**src/rtl/core/dtdpf_pkg.sv**
```systemverilog
// Shared types and constants for the duplicate packet filter core.
// Depends on nothing; imported by every module of the core.
package dtdpf_pkg;

  // Parameter defaults
  localparam int TABLE_ENTRIES_DEF    = 1024;
  localparam int MAX_PACKET_BYTES_DEF = 65535;

  // Result queue depth, also the limit on packets in flight
  localparam int OUTQ_DEPTH = 16;

  // One input beat: a packet byte, end-of-packet mark and time stamp
  typedef struct packed {
    logic [7:0]  data_byte;
    logic        last_byte;
    logic [31:0] current_time;
  } pkt_beat_t;

  // One result beat
  typedef struct packed {
    logic [31:0] age_seconds;
    logic [31:0] packet_hash;
    logic        too_long;
  } res_beat_t;

  // Per-packet lookup context carried down the pipeline
  typedef struct packed {
    logic [31:0] hash;
    logic [31:0] stamp;
    logic        too_long;
  } lookup_t;

  // One table entry; a zero stamp marks an empty slot
  typedef struct packed {
    logic [31:0] hash;
    logic [31:0] stamp;
  } entry_t;

endpackage

```
**src/rtl/core/dtdpf_index.sv**
```systemverilog
// Table index pipeline: takes both 16-bit hash slices modulo the table size
// by reciprocal multiply and one correction. Depends on dtdpf_pkg.
module dtdpf_index #(
  parameter int  TABLE_ENTRIES = dtdpf_pkg::TABLE_ENTRIES_DEF,
  localparam int IDX_W         = (TABLE_ENTRIES > 1) ? $clog2(TABLE_ENTRIES) : 1
) (
  input  logic               clk,
  input  logic               rst,
  input  logic               in_valid,
  input  dtdpf_pkg::lookup_t in_meta,
  output logic               out_valid,
  output dtdpf_pkg::lookup_t out_meta,
  output logic [IDX_W-1:0]   left_idx,
  output logic [IDX_W-1:0]   right_idx
);
  import dtdpf_pkg::*;

  localparam logic [31:0] RECIP = 32'(64'h1_0000_0000 / TABLE_ENTRIES);
  localparam logic [16:0] DIVISOR = 17'(TABLE_ENTRIES);

  logic [1:0][15:0] slice;
  logic [1:0][47:0] prod;

  // Stage one: quotient estimate
  logic             v1;
  lookup_t          meta1;
  logic [1:0][15:0] x1;
  logic [1:0][15:0] q1;

  // Stage two: remainder below twice the divisor
  logic             v2;
  lookup_t          meta2;
  logic [1:0][32:0] qn;
  logic [1:0][16:0] r2;

  logic [1:0][16:0] r3;

  // Left and right slices of the hash
  always_comb begin
    slice[0] = {in_meta.hash[31:24], in_meta.hash[15:8]};
    slice[1] = {in_meta.hash[23:16], in_meta.hash[7:0]};
    for (int s = 0; s < 2; s++) begin
      prod[s] = 48'(slice[s]) * 48'(RECIP);
    end
  end

  always_comb begin
    for (int s = 0; s < 2; s++) begin
      qn[s] = 33'(q1[s]) * 33'(DIVISOR);
    end
  end

  // Single correction step
  always_comb begin
    for (int s = 0; s < 2; s++) begin
      r3[s] = (r2[s] >= DIVISOR) ? (r2[s] - DIVISOR) : r2[s];
    end
  end

  always_ff @(posedge clk) begin
    if (rst) begin
      v1        <= 1'b0;
      v2        <= 1'b0;
      out_valid <= 1'b0;
    end else begin
      v1        <= in_valid;
      v2        <= v1;
      out_valid <= v2;
    end
  end

  always_ff @(posedge clk) begin
    meta1 <= in_meta;
    meta2 <= meta1;
    out_meta <= meta2;
    for (int s = 0; s < 2; s++) begin
      x1[s] <= slice[s];
      q1[s] <= prod[s][47:32];
      r2[s] <= {1'b0, x1[s]} - qn[s][16:0];
    end
    left_idx  <= r3[0][IDX_W-1:0];
    right_idx <= r3[1][IDX_W-1:0];
  end

endmodule

```
**config.mk**
```make
export PLATFORM = sky130hd
export DESIGN_NAME = dtdpf_index
export DESIGN_NICKNAME = d
export VERILOG_FILES = /design/src/rtl/core/dtdpf_pkg.sv /design/src/rtl/core/dtdpf_index.sv
export SDC_FILE = /design/constraint.sdc
export NUM_CORES = 1
export LEC_CHECK = 0
export BUFFER_PORTS_ARGS = -buffer_cell sky130_fd_sc_hd__buf_2
export CELL_PAD_IN_SITES_DETAIL_PLACEMENT = 1
export CELL_PAD_IN_SITES_GLOBAL_PLACEMENT = 2
export CORE_MARGIN = 5
export CORE_UTILIZATION = 32
export DETAILED_ROUTE_END_ITERATION = 16
export GPL_ROUTABILITY_DRIVEN = 0
export MAX_ROUTING_LAYER = met4
export PLACE_DENSITY = 0.77
export SKIP_LAST_GASP = 1
export SLEW_MARGIN = 20
export SYNTH_ARGS = -nofsm -noshare
export SYNTH_HDL_FRONTEND = slang
export SYNTH_SLANG_ARGS = --single-unit
```
**constraint.sdc**
```tcl
create_clock -name clk -period 0.8 [get_ports clk]
set_input_delay 0.08 -clock clk [delete_from_list [all_inputs] [get_ports clk]]
set_output_delay 0.08 -clock clk [all_outputs]
set_load 0.005 [all_outputs]
```
# Word level (Yosys, flattened, before mapping)
# Index checks and enable logic that the tools add are counted.
# classes
add_sub_neg	4
n_lt_le_gt_ge	2
muxes	2
# ops
op	count
greater-or-equal comparator 17 x 11 -> 1 bit (second input constant)	2
subtractor 16 x 16 -> 17 bit	2
two-way mux 10 bit	2
subtractor 10 x 1 -> 10 bit (second input constant)	2
# totals
reg_bits	296
elab_cells	28

# Depth between registers and ports, before layout
# Gate-level depths: netlist of run 1.
# logic_depth
depth_word	2
ltp_mapped	1
depth_no_buf	1

# Least setup slack after synthesis of run 1
# Ideal clock, no wire load.
# synth_path
path_type	flip-flop to output port
from	register left_idx[0] (netlist name)
to	output port out_meta[41] (netlist bit)
arrival_time_ns	0.426
required_ns	0.720
path_slack_ns	0.294
stages_incl_launch_ff	2
path_buffers	1
path_cell_list	dfxtp_1 buf_4
# synth_rtl
item	line	text
end, declared	dtdpf_index.sv:12	output dtdpf_pkg::lookup_t out_meta,

# Worst setup path in the final report of run 1
# layout_path
from	register left_idx[7]
to	output port left_idx[7]
# layout_rtl
item	line	text
start, declared	dtdpf_index.sv:13	output logic [IDX_W-1:0] left_idx,
start signal, assigned	dtdpf_index.sv:81	left_idx <= r3[0][IDX_W-1:0];
# No word-level cell between the ends.

==> reports/metrics.cfg, run 1 <==
[routing]
detail_route.wirelength_mm=8.06
detailroute.via_count=2261
post-route-drc-count=0
drtPass1Iterations=3
postRouteAntennaNets=0
drt_iter0_drc=61
wire_per_inst_um=12.9
average_via_count_per_standard_cell=3.62

[power]
combinationalPowerShare_pct=4.0
p_switching_mw=3.99
leakage_nw=2.92
power.ir.vdd_worst_v=0.00142
power_frac_clock_pct=42.3
power-per-cell-area_mw_per_mm2=3040
power.sequential.fraction_pct=53.7
p_int_mw=15.7
netSwitchingFraction_pct=20.3

[placement]
hpwl_mm=4.91
dpl-instance-area_mm2=0.00496
port_buffers=153
dp_worst_setup_slack_ns=0.279

[synth]
avgSynthCellArea_um2=18.7
synth.ff_latch_count=198
postSynthCellCount=221
yosys_warnings=0
ys_seq_area_share_pct=95.9
synth.distinct_cells=3
synthesis.nets=289
syn-cell-area_mm2=0.00413

[layout]
num_antenna_cells=0
finished_cell_area_mm2=0.00647
final_core_density_pct=51.3
layout.cells.most_common_list=sky130_fd_sc_hd__dfxtp_1, sky130_fd_sc_hd__buf_2, sky130_fd_sc_hd__dlygate4sd3_1
final_net_count=508
post_route_cells_drive_above_1_share_pct=48.6
final_common_cell=sky130_fd_sc_hd__dfxtp_1
area_growth_syn_to_layout_pct=56.6

[grt]
maximum_number_of_pins_on_one_net_before_global_route_repair=19
number_of_antenna_violations_at_the_first_check_in_global_routing=0
globalRouteTotalUtil_pct=11.0
gr-total-overflow=0
grt_pass1_wl_mm=11.8
first_global_vias=2412

[worst_setup_path]
slowest_delay_ns=0.35
critPathLaunchType=register
critPathTopFamily=flip-flops
cp_num_buf_inv=1
slowest_stage=sky130_fd_sc_hd__dfxtp_2
cp-end-kind=output port
worstPathMaxFanout=2
cp_data_arrival_time_ns=0.86
worst_ep_required_time_ns=0.72
critical_path_class=register to output port
crit_chain=buf_6

[timing]
hold_viol=0
final.hold.worst_slack_ns=0.292
fin_worst_skew_ns=0.00441
upper_clock_frequency_limit_mhz=1060
tightest_slew_ns=0.179
worst_slew_margin_rel_pct=88.0
grt_setup_unrepaired=true
timing_max_transition_violations_final=0
period_needed_ns=0.944
finalSetupViolCount=86
period_share_pct=118
setup_ws_ns=-0.144

[cts]
numCtsBuffers=17
cts.clk_slew.worst_paths_ns=0.07
clock_tree.htree_level_count=4
cts_sinks=198
clk_latency_ns=0.41
cts_tree=done
ctsLongestPathBuffers=2
clk_root_buffer_cell=sky130_fd_sc_hd__clkbuf_16

[floorplan]
io_pins=154
start_util_pct=32.7
placement_rows=41
design.die.area_mm2=0.0153
chipHeight_um=124
core-area_mm2=0.0126
fp.dieW_um=124

[status]
failed_checks=setup timing
run_status=finished with violations

[run]
cap_viol_max_count=0

[hold_path]
min_path_type=input pin to register

## routing by layer
layer	part of all wire (%)	routed length [um]	global-route usage, %
met4	1.5	123	4.78
met2	55	4440	19.7
met1	33	2670	9.30
met3	10	831	6.13
met5	0	0	-
## power by group through the flow
stage / registers [mW] / clock network (mW) / logic, mW
floorplan: 10.7 / 0 / 0.0836
global placement: 10.7 / 0 / 0.428
detailed placement: 10.7 / 0 / 0.438
CTS: 10.5 / 8.55 / 0.720
global route: 10.6 / 9.07 / 0.858
finish: 10.6 / 8.30 / 0.792
## through the flow
stage | total power [mW] | setup TNS (ns) | instances
after floorplan | 10.8 | 0 | 221
after global placement | 11.1 | 0 | 526
after detailed placement | 11.2 | 0 | 526
after CTS | 19.8 | -12.50 | 625
after global routing | 20.5 | -14.53 | 625
final | 19.6 | -10.40 | 625
## layout make-up
class | count | area, um2
fill | 1273 | 6150
sequential | 198 | 4010
timing repair buffer | 220 | 1640
clock buffer | 17 | 425
tap | 172 | 215
clock inverter | 15 | 166
multi-input combinational | 3 | 18.8
## state kept, by name (all words and copies together), names as in the netlist
register / cells
meta2: 45
out_valid: 1
out_meta: 47
q1: 1
right_idx: 9
r2: 20
v1: 1
left_idx: 9
meta1: 34
x1: 30
v2: 1
## cell usage after synthesis
cell type	instances	area, um2
sky130_fd_sc_hd__buf_4	20	150
sky130_fd_sc_hd__dfxtp_1	198	3960
sky130_fd_sc_hd__nor2b_1	3	18.8
## final timing paths
| check | cells after the start | start | end | slack (ns) |
|---|---|---|---|---|
| hold reg to reg | 0 | meta2[63] | out_meta[63] | 0.32 |
| setup reg to reg | 1 | v1 | v2 | 0.29 |
| hold / removal | 2 | in_meta[4] | meta1[4] | 0.29 |
| setup / recovery | 1 | left_idx[7] | left_idx[7] | -0.14 |
## logic make-up after synthesis
group,synth area share [%]
AND/OR/NAND/NOR,0.454
buffers and inverters,3.63
flip-flops,95.9
## timing repair
item / in CTS / in global routing
hold buffers: 67 / 0
gates resized for setup: 25 / 42
setup endpoints to repair: 86 / 86
hold endpoints to repair: 68 / 0
setup buffers: 0 / 0
Power figures use the tool's default switching activity.
==> run 2, diff against run 1 <==
Settings changed: SKIP_CTS_REPAIR_TIMING set to 1.
==> reports/metrics.cfg, run 2 (synthesis results as in run 1) <==
[worst_setup_path]
slowest_stage=sky130_fd_sc_hd__dfxtp_2
r2r_setup_slack_ns=0.29  ; about the same
worst_ep_required_time_ns=0.72  ; about the same
reg2reg_to=v2
slowest_delay_ns=0.34  ; about the same
worst-r2r-cell-count=1  ; unchanged
cp_num_buf_inv=1  ; unchanged
cp_data_arrival_time_ns=0.87  ; about the same
worst_r2r_start=v1
critPathTopFamily=flip-flops
worstPathMaxFanout=2  ; unchanged
crit_chain=buf_2
critPathLaunchType=register
cp-end-kind=output port
critical_path_class=register to output port

[grt]
globalRouteTotalUtil_pct=9.06  ; -2.0 points
gr-total-overflow=0  ; unchanged
busiest_layer=met2
grt_pass1_wl_mm=9.65  ; -18%
grt_util_met1_pct=8.67  ; -0.64 points
first_global_vias=2010  ; -17%
grt_use_met2_pct=13.8  ; -5.9 points
m3_gr_usage_pct=6.18  ; +0.045 points
maximum_number_of_pins_on_one_net_before_global_route_repair=19  ; unchanged
number_of_antenna_violations_at_the_first_check_in_global_routing=0  ; unchanged

[placement]
dp_worst_setup_slack_ns=0.279  ; unchanged
hpwl_mm=4.91  ; unchanged
port_buffers=153  ; unchanged
placed_cells_incl_taps=526  ; unchanged

[floorplan]
design.die.area_mm2=0.0153  ; unchanged
core-area_mm2=0.0126  ; unchanged
io_pins=154  ; unchanged
placement_rows=41  ; unchanged
start_util_pct=32.7  ; unchanged
chipHeight_um=124  ; unchanged
fp.dieW_um=124  ; unchanged

[timing]
period_needed_ns=0.955  ; +0.0106 ns
tns_ns=-10.33  ; +0.0629 ns
finalSetupViolCount=86  ; unchanged
fin_worst_skew_ns=0.00656  ; +0.00215 ns
hold_viol=0  ; unchanged
final.hold.worst_slack_ns=0.292  ; -0.000130 ns
period_share_pct=119  ; +1.3 points
timing_max_transition_violations_final=0  ; unchanged
grt_setup_unrepaired=true
tightest_slew_ns=0.180  ; +0.000146 ns
upper_clock_frequency_limit_mhz=1050  ; -1.1%
worst_slew_margin_rel_pct=88.0  ; about the same
setup_ws_ns=-0.155  ; -0.0106 ns

[routing]
drtPass1Iterations=3  ; unchanged
detail_route.wirelength_mm=7.99  ; -0.94%
drt_iter0_drc=53  ; -13%
wire_per_inst_um=12.8  ; -0.94%
average_via_count_per_standard_cell=3.61  ; -0.18%
postRouteAntennaNets=0  ; unchanged
post-route-drc-count=0  ; unchanged
detailroute.via_count=2257  ; -0.18%

[hold_path]
hold-path-endpoint=meta1[4]
min_path_type=input pin to register
min_path_cells=2  ; unchanged
worst_hold_startpoint=in_meta[4]

[layout]
num_antenna_cells=0  ; unchanged
largest_register_ff_count=47  ; unchanged
final_cell_count_no_fill=625  ; unchanged
registers.top_by_ff_count=out_meta
layout_top_registers=out_meta (47), meta2 (45), meta1 (34)
area_growth_syn_to_layout_pct=53.9
final_common_cell=sky130_fd_sc_hd__dfxtp_1
fill_cells=1289  ; +1.3%
layout.cells.most_common_list=sky130_fd_sc_hd__dfxtp_1, sky130_fd_sc_hd__buf_2, sky130_fd_sc_hd__dlygate4sd3_1
final_net_count=508  ; unchanged
post_route_cells_drive_above_1_share_pct=47.9  ; -0.66 points

[cts]
ctsLongestPathBuffers=2  ; unchanged
cts_tree=done
clk_latency_ns=0.42  ; about the same
clk_root_buffer_cell=sky130_fd_sc_hd__clkbuf_16
cts_sinks=198  ; unchanged
numCtsBuffers=17  ; unchanged
cts.clk_slew.worst_paths_ns=0.07  ; about the same
clock_tree.htree_level_count=4  ; unchanged

[power]
power-per-cell-area_mw_per_mm2=3080  ; +1.4%
combinationalPowerShare_pct=3.8  ; -0.2 points
power.sequential.fraction_pct=53.8  ; about the same
leakage_nw=2.88  ; -1.2%
power.ir.vdd_worst_v=0.00149  ; +4.8%
netSwitchingFraction_pct=20.3  ; about the same
p_switching_mw=3.98  ; -0.31%
p_int_mw=15.6  ; -0.33%
power_frac_clock_pct=42.4  ; about the same

[run]
cap_viol_max_count=0  ; unchanged

[status]
run_status=finished with violations
failed_checks=setup timing

## run 2: cell counts in the layout (fill, tap and decap cells not counted)
No cell type changed its count.
## run 2: power groups by stage
stage               Clock (mW)  Combinational, mW  Sequential [mW]
floorplan                    0             0.0836             10.7
global placement             0              0.428             10.7
detailed placement           0              0.438             10.7
CTS                       8.55              0.439             10.5
global route              9.06              0.806             10.6
finish                    8.31              0.737             10.5
## run 2: routing by layer
metal	up-vias	part of all wire, %
met5	-	0
met4	0	1.5
met3	13	10
met2	103	55
met1	1039	33
li1	1102	-
## run 2: area by class of cell
class	count	area (um2)	area share, %
clock buffer	17	425	6.69
clock inverter	15	166	2.62
multi-input combinational	3	18.8	0.295
sequential	198	4000	63.0
tap	172	215	3.38
timing repair buffer	220	1530	24.1
## run 2: stage by stage
stage               power, mW  utilization [%]  area [um2]
floorplan                10.8                -        4130
global placement         11.1             39.3        4960
detailed placement       11.2             39.3        4960
CTS                      19.5             44.0        5560
global route             20.5             50.4        6360
finish                   19.6             50.4        6360
## run 2: worst max path at each step
stage                      startpoint      endpoint  cells after the start
after floorplan           left_idx[0]  out_meta[41]                      1
after global placement    out_meta[7]   out_meta[7]                      1
after detailed placement  out_meta[7]   out_meta[7]                      1
after CTS                 left_idx[7]  out_meta[48]                      1
after global routing      left_idx[5]  out_meta[46]                      1
final                     left_idx[5]  out_meta[46]                      1
