### src/rtl/core/dtdpf_pkg.sv
// Shared types and constants for the duplicate packet filter core.
// Depends on nothing; imported by every module of the core.
package dtdpf_pkg;

  // Parameter defaults
  localparam int TABLE_ENTRIES_DEF    = 1024;
  localparam int MAX_PACKET_BYTES_DEF = 65535;

  // Result queue depth, also the limit on packets in flight
  localparam int OUTQ_DEPTH = 16;

  // One input beat: a packet byte, end-of-packet mark and time stamp
  typedef struct packed {
    logic [7:0]  data_byte;
    logic        last_byte;
    logic [31:0] current_time;
  } pkt_beat_t;

  // One result beat
  typedef struct packed {
    logic [31:0] age_seconds;
    logic [31:0] packet_hash;
    logic        too_long;
  } res_beat_t;

  // Per-packet lookup context carried down the pipeline
  typedef struct packed {
    logic [31:0] hash;
    logic [31:0] stamp;
    logic        too_long;
  } lookup_t;

  // One table entry; a zero stamp marks an empty slot
  typedef struct packed {
    logic [31:0] hash;
    logic [31:0] stamp;
  } entry_t;

endpackage

### src/rtl/core/dtdpf_hash.sv
// Byte-serial hash fold and end-of-packet finish (rotate, XOR, absolute value).
// Depends on dtdpf_pkg.
module dtdpf_hash #(
  parameter int MAX_PACKET_BYTES = dtdpf_pkg::MAX_PACKET_BYTES_DEF
) (
  input  logic                 clk,
  input  logic                 rst,
  input  logic                 accept,
  input  dtdpf_pkg::pkt_beat_t beat,
  output logic                 hash_valid,
  output dtdpf_pkg::lookup_t   hash_meta
);
  import dtdpf_pkg::*;

  localparam logic [15:0] MAX_BYTES = 16'(MAX_PACKET_BYTES);

  // Running fold state
  logic [31:0] acc;
  logic [23:0] gather;
  logic [15:0] count;
  logic        ovf;

  logic [31:0] acc_next;
  logic [23:0] gather_next;
  logic [15:0] count_next;
  logic        ovf_next;
  logic        room;
  logic [1:0]  pos;

  // Finish stage one
  logic        f_valid;
  logic [31:0] f_acc;
  logic [31:0] f_init;
  logic [4:0]  f_words;
  logic        f_too_long;
  logic [31:0] f_stamp;

  logic [63:0] rot_wide;
  logic [31:0] h_raw;
  logic [31:0] h_abs;

  // Fold one byte
  always_comb begin
    room        = count < MAX_BYTES;
    pos         = count[1:0];
    acc_next    = acc;
    gather_next = gather;
    count_next  = count;
    ovf_next    = ovf | ~room;
    if (room) begin
      count_next = count + 16'd1;
      if (pos == 2'd3) begin
        acc_next    = {acc[30:0], acc[31]} ^ {beat.data_byte, gather};
        gather_next = '0;
      end else begin
        gather_next = gather | (24'(beat.data_byte) << {pos, 3'b000});
      end
    end
  end

  always_ff @(posedge clk) begin
    if (rst) begin
      acc     <= '0;
      gather  <= '0;
      count   <= '0;
      ovf     <= 1'b0;
      f_valid <= 1'b0;
    end else begin
      f_valid <= accept & beat.last_byte;
      if (accept) begin
        if (beat.last_byte) begin
          acc    <= '0;
          gather <= '0;
          count  <= '0;
          ovf    <= 1'b0;
        end else begin
          acc    <= acc_next;
          gather <= gather_next;
          count  <= count_next;
          ovf    <= ovf_next;
        end
      end
    end
  end

  // Capture the tail for the finish
  always_ff @(posedge clk) begin
    if (accept && beat.last_byte) begin
      f_acc      <= acc_next;
      f_init     <= {8'd0, gather_next} + {13'd0, count_next, 3'b000};
      f_words    <= count_next[6:2];
      f_too_long <= ovf_next;
      f_stamp    <= beat.current_time;
    end
  end

  // Rotate tail in by word count, then absolute value
  always_comb begin
    rot_wide = {f_init, f_init} << f_words;
    h_raw    = f_acc ^ rot_wide[63:32];
    h_abs    = h_raw[31] ? (32'd0 - h_raw) : h_raw;
  end

  always_ff @(posedge clk) begin
    if (rst) begin
      hash_valid <= 1'b0;
    end else begin
      hash_valid <= f_valid;
    end
  end

  always_ff @(posedge clk) begin
    hash_meta.hash     <= h_abs;
    hash_meta.stamp    <= f_stamp;
    hash_meta.too_long <= f_too_long;
  end

endmodule

### config.mk
export PLATFORM = sky130hd
export DESIGN_NAME = dtdpf_hash
export DESIGN_NICKNAME = d
export VERILOG_FILES = /design/src/rtl/core/dtdpf_pkg.sv /design/src/rtl/core/dtdpf_hash.sv
export SDC_FILE = /design/constraint.sdc
export NUM_CORES = 1
export LEC_CHECK = 0
export BUFFER_PORTS_ARGS = -buffer_cell sky130_fd_sc_hd__buf_4
export CAP_MARGIN = 20
export CORE_ASPECT_RATIO = 0.7
export CORE_MARGIN = 1.5
export CORE_UTILIZATION = 50
export CTS_BUF_LIST = sky130_fd_sc_hd__clkbuf_8
export CTS_CLUSTER_DIAMETER = 100
export CTS_CLUSTER_SIZE = 14
export DETAILED_ROUTE_END_ITERATION = 10
export PLACE_DENSITY = 0.77
export SYNTH_ARGS = -nofsm -noshare
export SYNTH_HDL_FRONTEND = slang
export SYNTH_SLANG_ARGS = --single-unit
export TNS_END_PERCENT = 1
### constraint.sdc
create_clock -name clk -period 4.43 [get_ports clk]
set_clock_uncertainty 0.2 [all_clocks]
set_input_delay 0.886 -clock clk [delete_from_list [all_inputs] [get_ports clk]]
set_output_delay 0.886 -clock clk [all_outputs]
set_load 0.05 [all_outputs]
# After elaboration in Yosys (flattened, before gate mapping)
# Index checks and enable logic that the tools add are counted.
[op_classes]
n_div = 0
n_mul = 0
n_shift = 2
mux = 10
n_bitwise = 6
n_reduce_logical = 1
n_lt_le_gt_ge = 1
eq_ne = 1
add_sub_neg = 3
[op_table]
columns = ["operator", "count"]
rows = [
  ["32-bit 2-to-1 mux", 3],
  ["24-bit 2-to-1 mux", 3],
  ["64-bit by 5-bit << shifter with 64-bit output", 1],
  ["32-bit bitwise XOR", 2],
  ["16-bit 2-to-1 mux", 2],
  ["1-bit by 32-bit subtractor with 32-bit output (first input constant)", 1],
  ["31-bit 2-to-1 mux", 1],
  ["24-bit by 19-bit adder with 25-bit output", 1],
  ["24-bit OR", 1],
  ["8-bit by 5-bit << shifter with 24-bit output", 1],
  ["16-bit by 1-bit adder with 16-bit output (second input constant)", 1],
  ["16-bit < comparator (second input constant)", 1],
  ["2-bit == test (second input constant)", 1],
  ["1-bit AND", 1],
  ["1-bit logical AND", 1],
  ["1-bit 2-to-1 mux", 1],
  ["1-bit NOT", 1],
  ["1-bit OR", 1],
]
[totals]
reg_bits = 242
ram_bits = 0
latch_bits = 0
mem_count = 0
rom_bits = 0

# Logic depth before layout (Yosys ltp)
# Gate-level depths: netlist (run 1).
[logic_depth]
ltp_word = 5
mapped_depth = 19
mapped_depth_nobuf = 18

# Worst setup path before layout (run 1)
# OpenSTA, ideal clock, no wires.
[synth_path]
path_type = "register to register"
from = "reg count[8]"
to = "reg f_init[21] (data pin)"
required_time_ns = 3.968
path_buffers = 4
arrival_time_ns = 4.245
synth_period_minus_slack_ns = 4.708
path_slack_ns = -0.278
stages_incl_launch_ff = 19
cell_sequence = "dfxtp_1 clkbuf_1 nand4_1 or4_1 clkbuf_1 nand2_1 clkbuf_1 clkbuf_1 xnor2_1 ha_1 nor2b_1 o21ai_0 a21oi_1 o211ai_1 a21oi_1 a31o_2 a311oi_2 o21ai_0 xor2_1"
[synth_via]
elab_chain_cells = 3
elab_cells_between_ends = 5
classes_between = "add/sub (2); order compare (1); mux (2)"
[synth_lines]
columns = ["element", "line", "source"]
rows = [
  ["from (decl)", "dtdpf_hash.sv:20", "logic [15:0] count;"],
  ["from (signal assigned)", "dtdpf_hash.sv:79", "count <= count_next;"],
  ["16-bit < comparator", "dtdpf_hash.sv:44", "room = count < MAX_BYTES;"],
  ["16-bit 2-to-1 mux", "dtdpf_hash.sv:50", "if (room) begin"],
  ["net count_next[2]", "dtdpf_hash.sv:25", "logic [15:0] count_next;"],
  ["24-bit by 19-bit adder with 25-bit output", "dtdpf_hash.sv:90", "f_init <= {8'd0, gather_next} + {13'd0, count_next, 3'b000};"],
  ["to (signal assigned)", "dtdpf_hash.sv:90", ""],
  ["to (decl)", "dtdpf_hash.sv:33", "logic [31:0] f_init;"],
]
# The timed path passes the listed nets, and every way through them passes these cells.
# A chain may end at the register's enable or synchronous reset.

# Worst setup path after layout (run 1)
[layout_path]
from = "reg f_words[3]"
to = "reg hash_meta[61] (netlist name)"
[layout_via]
elab_chain_cells = 4
[layout_lines]
columns = ["element", "line", "source"]
rows = [
  ["from (decl)", "dtdpf_hash.sv:34", "logic [4:0] f_words;"],
  ["from (signal assigned)", "dtdpf_hash.sv:91", "f_words <= count_next[6:2];"],
  ["64-bit by 5-bit << shifter with 64-bit output *", "dtdpf_hash.sv:99", "rot_wide = {f_init, f_init} << f_words;"],
  ["32-bit bitwise XOR *", "dtdpf_hash.sv:100", "h_raw = f_acc ^ rot_wide[63:32];"],
  ["1-bit by 32-bit subtractor with 32-bit output", "dtdpf_hash.sv:101", "h_abs = h_raw[31] ? (32'd0 - h_raw) : h_raw;"],
  ["31-bit 2-to-1 mux *", "dtdpf_hash.sv:101", ""],
  ["net h_abs[28]", "dtdpf_hash.sv:40", "logic [31:0] h_abs;"],
  ["to (decl)", "dtdpf_hash.sv:11", "output dtdpf_pkg::lookup_t hash_meta"],
]
# Mark *: on every way through the listed nets, which the timed path passes. The rest lies on a longest branch.

==> results.toml, run 1 <==
[sta]
timing.fmax_mhz = 233
post_route_clock_period_utilization_pct = 97.0
setup_repair_after_global_routing_missed_its_margin = "true"
slew_violations = 0
hold_violations = 0
period_needed_ps = 4300
setup-tns-final_ps = 0
holdWs_ps = 143
report.final.setup_viol = 0
tightestPinTransition_ps = 868
max-slew-margin-rel_pct = 42.2

[pwr]
ir_worst_vdd_v = 0.000223
power_leakage_nw = 5.81
power_density_nw_per_um2 = 319

[worst_setup_path]
rr_startpoint = "f_words[3]$_DFFE_PP_"
worst_setup_path_end_kind = "flip-flop"
arrival_ps = 4540
critical_path_required_ps = 4670
critical_path.startpoint = "f_words[3]$_DFFE_PP_"
worst-path-max-fanout = 20
timing_worst_setup_path_type = "reg -> reg"
timing.critical_path.from_type = "flip-flop"

[cells_and_area]
final_nets = 1482
utilization_after_layout_pct = 57.7
synthToLayoutAreaGrowth_pct = 13.0
layout-drive-gt1-share_pct = 19.6
diode_count = 0

[clock_network]
postCtsHoldBufs = 0
cts.repair_timing.setup_buffer_count = 0
clk-insertion-delay-late_ps = 560
cts_tree = "done"
clk_root_buffer_cell = "clkbuf_8"
max-clock-path-buffers = 3
clock-sinks = 235
post_cts_resize_count = 0
tritoncts.num_buffers = 21
clkTransAtPathRegs_ps = 90
htree_levels = 1

[synth]
yosys.area.top_type = "edfxtp_1"
synth_area_um2 = 13100
synthMostInstantiatedCell = "dfxtp_1"
post_synth_main_area_contributors = "edfxtp_1 22%, dfxtp_1 21%, xnor2_1 5.3%, mux2i_1 4.6%, a22oi_1 3.8%"
ys_types = 93
yosys-top-cells-count = "140 x dfxtp_1, 127 x nor2_1, 97 x nand2_1"
synthesis.area_per_instance_um2 = 9.96
synth_enable_flop_cells = 95
syn_inst = 1319
synth_async_sr_flop_share_pct = 0
yosysWarnings = 0
ys_seq_elements = 235
synth_nets = 1380
seq_area_frac_synth_pct = 43.0
synth-main-ff-cell = "dfxtp_1"
synth_top_area_share_pct = 21.7

[floorplan]
num_rows = 49
design.portCount = 110
design.core.area_um2 = 25700
dieArea_um2 = 27300
initial_utilization_pct = 51.0
fp.dieH_um = 139
die_w_um = 197

[routing]
routedLengthMet1_um = 17300
top_layer = "met4"
met2RoutedLength_um = 15700
postRouteWirelength_um = 37400
wl_met3_um = 3760
drt-vias-per-instance = 6.18
drt_first_iter_violations = 1388
vias = 10921
drtAntennaViolNets = 0
wire_per_inst_um = 21.1
drt_pre_antenna_iters = 6
remaining_drc_errors = 0

[flow_run]
cap_violations = 0

[placed_design]
dpl.hpwl_um = 27500
placement.io_buffers = 109
gpl.final_weighted_congestion = 0.982

[hold_path]
min-delay-path-class = "reg -> reg"
hold_path_startpoint = "f_stamp[23]$_DFFE_PP_"

[global_routing]
grt_pass1_wl_um = 58000
grt_start_max_net_pins = 76
grt_pass1_vias = 9916
grt_remaining_overflow = 0
groute.usage.overall_pct = 27.0
initial_antenna_violation_count = 0

[status]
outcome = "finished, final reports clean"
==> sequential cells by signal, indices dropped and copies added (netlist names), 5 cells and up <==
register and cells:
acc 32, f_words 5, f_stamp 32, f_init 25, gather 24, f_acc 32, count 16, hash_meta 65
==> placed cells by master, fill, tap and decap left out, types with 8 or more instances in the layout <==
cell type | Yosys | final
buf_4 | 5 | 164
dfxtp_1 | 140 | 135
nor2_1 | 127 | 126
nand2_1 | 97 | 96
edfxtp_1 | 95 | 95
xnor2_1 | 79 | 79
a21oi_1 | 67 | 66
a22oi_1 | 66 | 66
o21ai_0 | 64 | 64
mux2i_1 | 60 | 58
xor2_1 | 35 | 35
inv_1 | 19 | 31
nand2b_1 | 24 | 24
clkbuf_8 | 0 | 22
mux2_2 | 20 | 20
a31oi_1 | 20 | 20
nand3_1 | 19 | 19
nor2b_1 | 20 | 19
nor3_1 | 19 | 18
and2_1 | 20 | 18
mux4_2 | 17 | 17
ha_1 | 16 | 16
and3_1 | 14 | 13
a21o_1 | 13 | 13
nor4_1 | 13 | 13
or3_1 | 10 | 10
o221ai_1 | 9 | 9
nand4_1 | 8 | 8
a31o_2 | 8 | 8
o211ai_1 | 8 | 8
==> cell type report <==
| class | instances | area, um2 |
|---|---|---|
| fillers | 2295 | 10900 |
| multi-input cells | 975 | 7030 |
| flip-flops and latches | 235 | 5660 |
| repair buffers | 167 | 1290 |
| well taps | 331 | 414 |
| clock buffers | 22 | 303 |
| inverters | 21 | 78.8 |
| clock inverters | 16 | 77.6 |
==> power by group <==
| part | total (mW) | switching, mW | internal (mW) |
|---|---|---|---|
| Combinational | 1.07 | 0.699 | 0.369 |
| Sequential | 2.46 | 0.0769 | 2.38 |
| Clock | 1.21 | 0.741 | 0.470 |
==> cell families (layout without fill, tap and decap cells) <==
logic type | after synthesis | in the layout | synth area share [%]
adder cells (fa/ha/maj) | 18 | 18 | 1.75
AND/OR/NAND/NOR | 411 | 411 | 15.9
AO/OA/AOI/OAI | 327 | 327 | 17.1
buffers and inverters | 109 | 226 | 3.90
flip-flops | 235 | 235 | 43.0
XOR/XNOR | 114 | 114 | 7.60
multiplexers | 105 | 105 | 10.7
==> worst paths after layout <==
path | slack (ps) | cells past startpoint | endpoint
max | 130 | 10 | hash_meta[61]$_DFF_P_
min | 140 | 0 | hash_meta[24]$_DFF_P_
min reg2reg | 140 | 0 | hash_meta[24]$_DFF_P_
max reg2reg | 130 | 10 | hash_meta[61]$_DFF_P_
==> layer usage <==
layer,vias to the layer above,track usage [%]
li1,5088,-
met1,5268,42.9
met2,512,38.0
met3,53,4.89
met4,0,5.22
met5,-,0
==> per-stage QoR <==
stage               setup slack, ps  power (mW)  std cells  instance area, um2
CTS                            60.2        4.77       1767               14800
global placement                246        3.55       1729               14400
floorplan                      10.3        3.21       1319               13200
detailed placement              121        3.56       1729               14400
global route                  -17.2        4.93       1767               14900
finish                          133        4.74       1767               14900
==> critical path, stage by stage, from the launching register on <==
cell and delay, ps:
edfxtp_1 900, buf_4 260, mux2i_1 450, mux4_2 420, mux2i_1 110, a2111oi_2 380
nand4_2 200, nor4b_4 490, nand4_1 300, o31a_1 330, xor2_1 140
Power figures use the tool's default switching activity.
==> run 2, diff against run 1 <==
==> constraint.sdc (replaced) <==
create_clock -name clk -period 4.43 [get_ports clk]
set_clock_uncertainty 0.2 [all_clocks]
set_input_delay 0.2215 -clock clk [delete_from_list [all_inputs] [get_ports clk]]
set_output_delay 0.2215 -clock clk [all_outputs]
set_load 0.05 [all_outputs]
==> run 2 against run 1 <==
Effect of this change:
- global-route usage rose by 0.73 points
- first-iteration DRC count up 13%
- die area unchanged
- worst hold slack lost 6.0 ps
- highest routed layer unchanged
==> results.toml, run 2 (synthesis results as in run 1) <==
[status]
outcome = "finished, final reports clean"

[hold_path]
min_delay_path_depth = 0
hold_path_startpoint = "f_stamp[20]$_DFFE_PP_"
min-delay-path-class = "reg -> reg"

[global_routing]
grt_remaining_overflow = 0
initial_antenna_violation_count = 0
grt_pass1_wl_um = 58800
grt_pass1_vias = 10273
groute.usage.overall_pct = 27.7
grt_start_max_net_pins = 83

[routing]
drtAntennaViolNets = 0
wire_per_inst_um = 21.0
drt-vias-per-instance = 6.20
vias = 11264
drt_pre_antenna_iters = 5
drt_first_iter_violations = 1570
postRouteWirelength_um = 38200
remaining_drc_errors = 0

[worst_setup_path]
critPathSlowestCell = "edfxtp_1"
rr_startpoint = "f_words[3]$_DFFE_PP_"
worst-path-max-fanout = 11
crit_family = "simple AND/OR/NAND/NOR gates"
path_depth = 10
timing.critical_path.buf_inv = 1
timing_worst_setup_path_type = "reg -> reg"
critical_path_required_ps = 4690
worst_path_cell_trace = "or2_2, o221ai_1, a311oi_1, nor4b_2, buf_4, nand4_2, nor4b_4, nand4_1, o31a_1, xor2_1"
critical_path.startpoint = "f_words[3]$_DFFE_PP_"
timing.critical_path.from_type = "flip-flop"
max_stage_delay_ps = 640
arrival_ps = 4490
reg2reg_depth = 10
worst_setup_path_end_kind = "flip-flop"

[sta]
timing.fmax_mhz = 236
setup-tns-final_ps = 0
slew_violations = 0
period_needed_ps = 4230
post_route_clock_period_utilization_pct = 95.5
hold_violations = 0
setup_repair_after_global_routing_missed_its_margin = "true"
tightestPinTransition_ps = 821
holdWs_ps = 138
max-slew-margin-rel_pct = 45.2
report.final.setup_viol = 0

[floorplan]
num_rows = 49
initial_utilization_pct = 51.0
fp.dieH_um = 139
dieArea_um2 = 27300
design.core.area_um2 = 25700
design.portCount = 110
die_w_um = 197

[cells_and_area]
layout-drive-gt1-share_pct = 18.6
number_of_flip_flops_in_the_largest_register = 65
synthToLayoutAreaGrowth_pct = 16.6
most_common_cell_after_layout_fill_and_taps_aside = "buf_4"
layout.cells.most_common_list = "166 x buf_4, 140 x dfxtp_1, 126 x nor2_1"
final_nets = 1531
largest-register = "hash_meta"

[placed_design]
gpl.final_weighted_congestion = 0.980
dpl.hpwl_um = 27700
placement.io_buffers = 109

[clock_network]
clk_root_buffer_cell = "clkbuf_8"
cts_tree = "done"
htree_levels = 1
tritoncts.num_buffers = 21
clk-insertion-delay-late_ps = 590
clock-sinks = 235
max-clock-path-buffers = 3
clkTransAtPathRegs_ps = 100

[pwr]
ir_worst_vdd_v = 0.000231
power_density_nw_per_um2 = 312
power_leakage_nw = 6.01
fin_total_pwr_mw = 4.79

[flow_run]
cap_violations = 0
-- run 2: timing repair --
item / in CTS / in global routing
setup endpoints to repair: 0 / 16
resized for setup: 0 / 5
buffers inserted: 0 / 3
hold buffers: 45 / 0
endpoints found under the hold margin: 81 / 0
-- run 2: final cells by class --
cell class / instances / area (um2)
well taps: 331 / 414
repair buffers: 216 / 1800
inverters: 21 / 78.8
clock inverters: 17 / 80.1
multi-input cells: 975 / 7010
diodes: 1 / 2.50
flip-flops and latches: 235 / 5660
clock buffers: 21 / 289
fillers: 2216 / 10400
-- run 2: per-stage QoR --
step	instances	worst slack, ps	area (um2)	util [%]
after floorplan	1319	10.3	13200	-
after global placement	1729	217	14400	56.0
after detailed placement	1729	100	14400	56.0
after CTS	1812	81.0	15200	59.2
after global routing	1816	-67.0	15300	59.5
final	1817	200	15300	59.5
-- run 2: path summary, 6_finish.rpt --
path,end,slack [ps]
max reg2reg,hash_meta[61]$_DFF_P_,200
min reg2reg,hash_meta[21]$_DFF_P_,140
min,hash_meta[21]$_DFF_P_,140
max,hash_meta[61]$_DFF_P_,200
-- run 2: worst reg2reg max path, stage by stage, from the launching register on --
cell and delay [ps]:
edfxtp_1 640, or2_2 460, o221ai_1 540, a311oi_1 210, nor4b_2 490, buf_4 210, nand4_2 150, nor4b_4 500
nand4_1 260, o31a_1 310, xor2_1 140
-- run 2: routing by layer --
layer / share of wire, % / vias to the layer above / track usage [%]
met5: 0 / - / 0
met4: 2.6 / 0 / 6.31
met3: 12 / 77 / 6.64
met2: 42 / 571 / 40.0
met1: 44 / 5414 / 41.8
li1: - / 5202 / -
-- run 2: report_power, final --
group          switching, mW  total [mW]  internal, mW
registers             0.0766        2.46          2.38
logic                  0.708        1.11         0.397
clock network          0.767        1.22         0.455
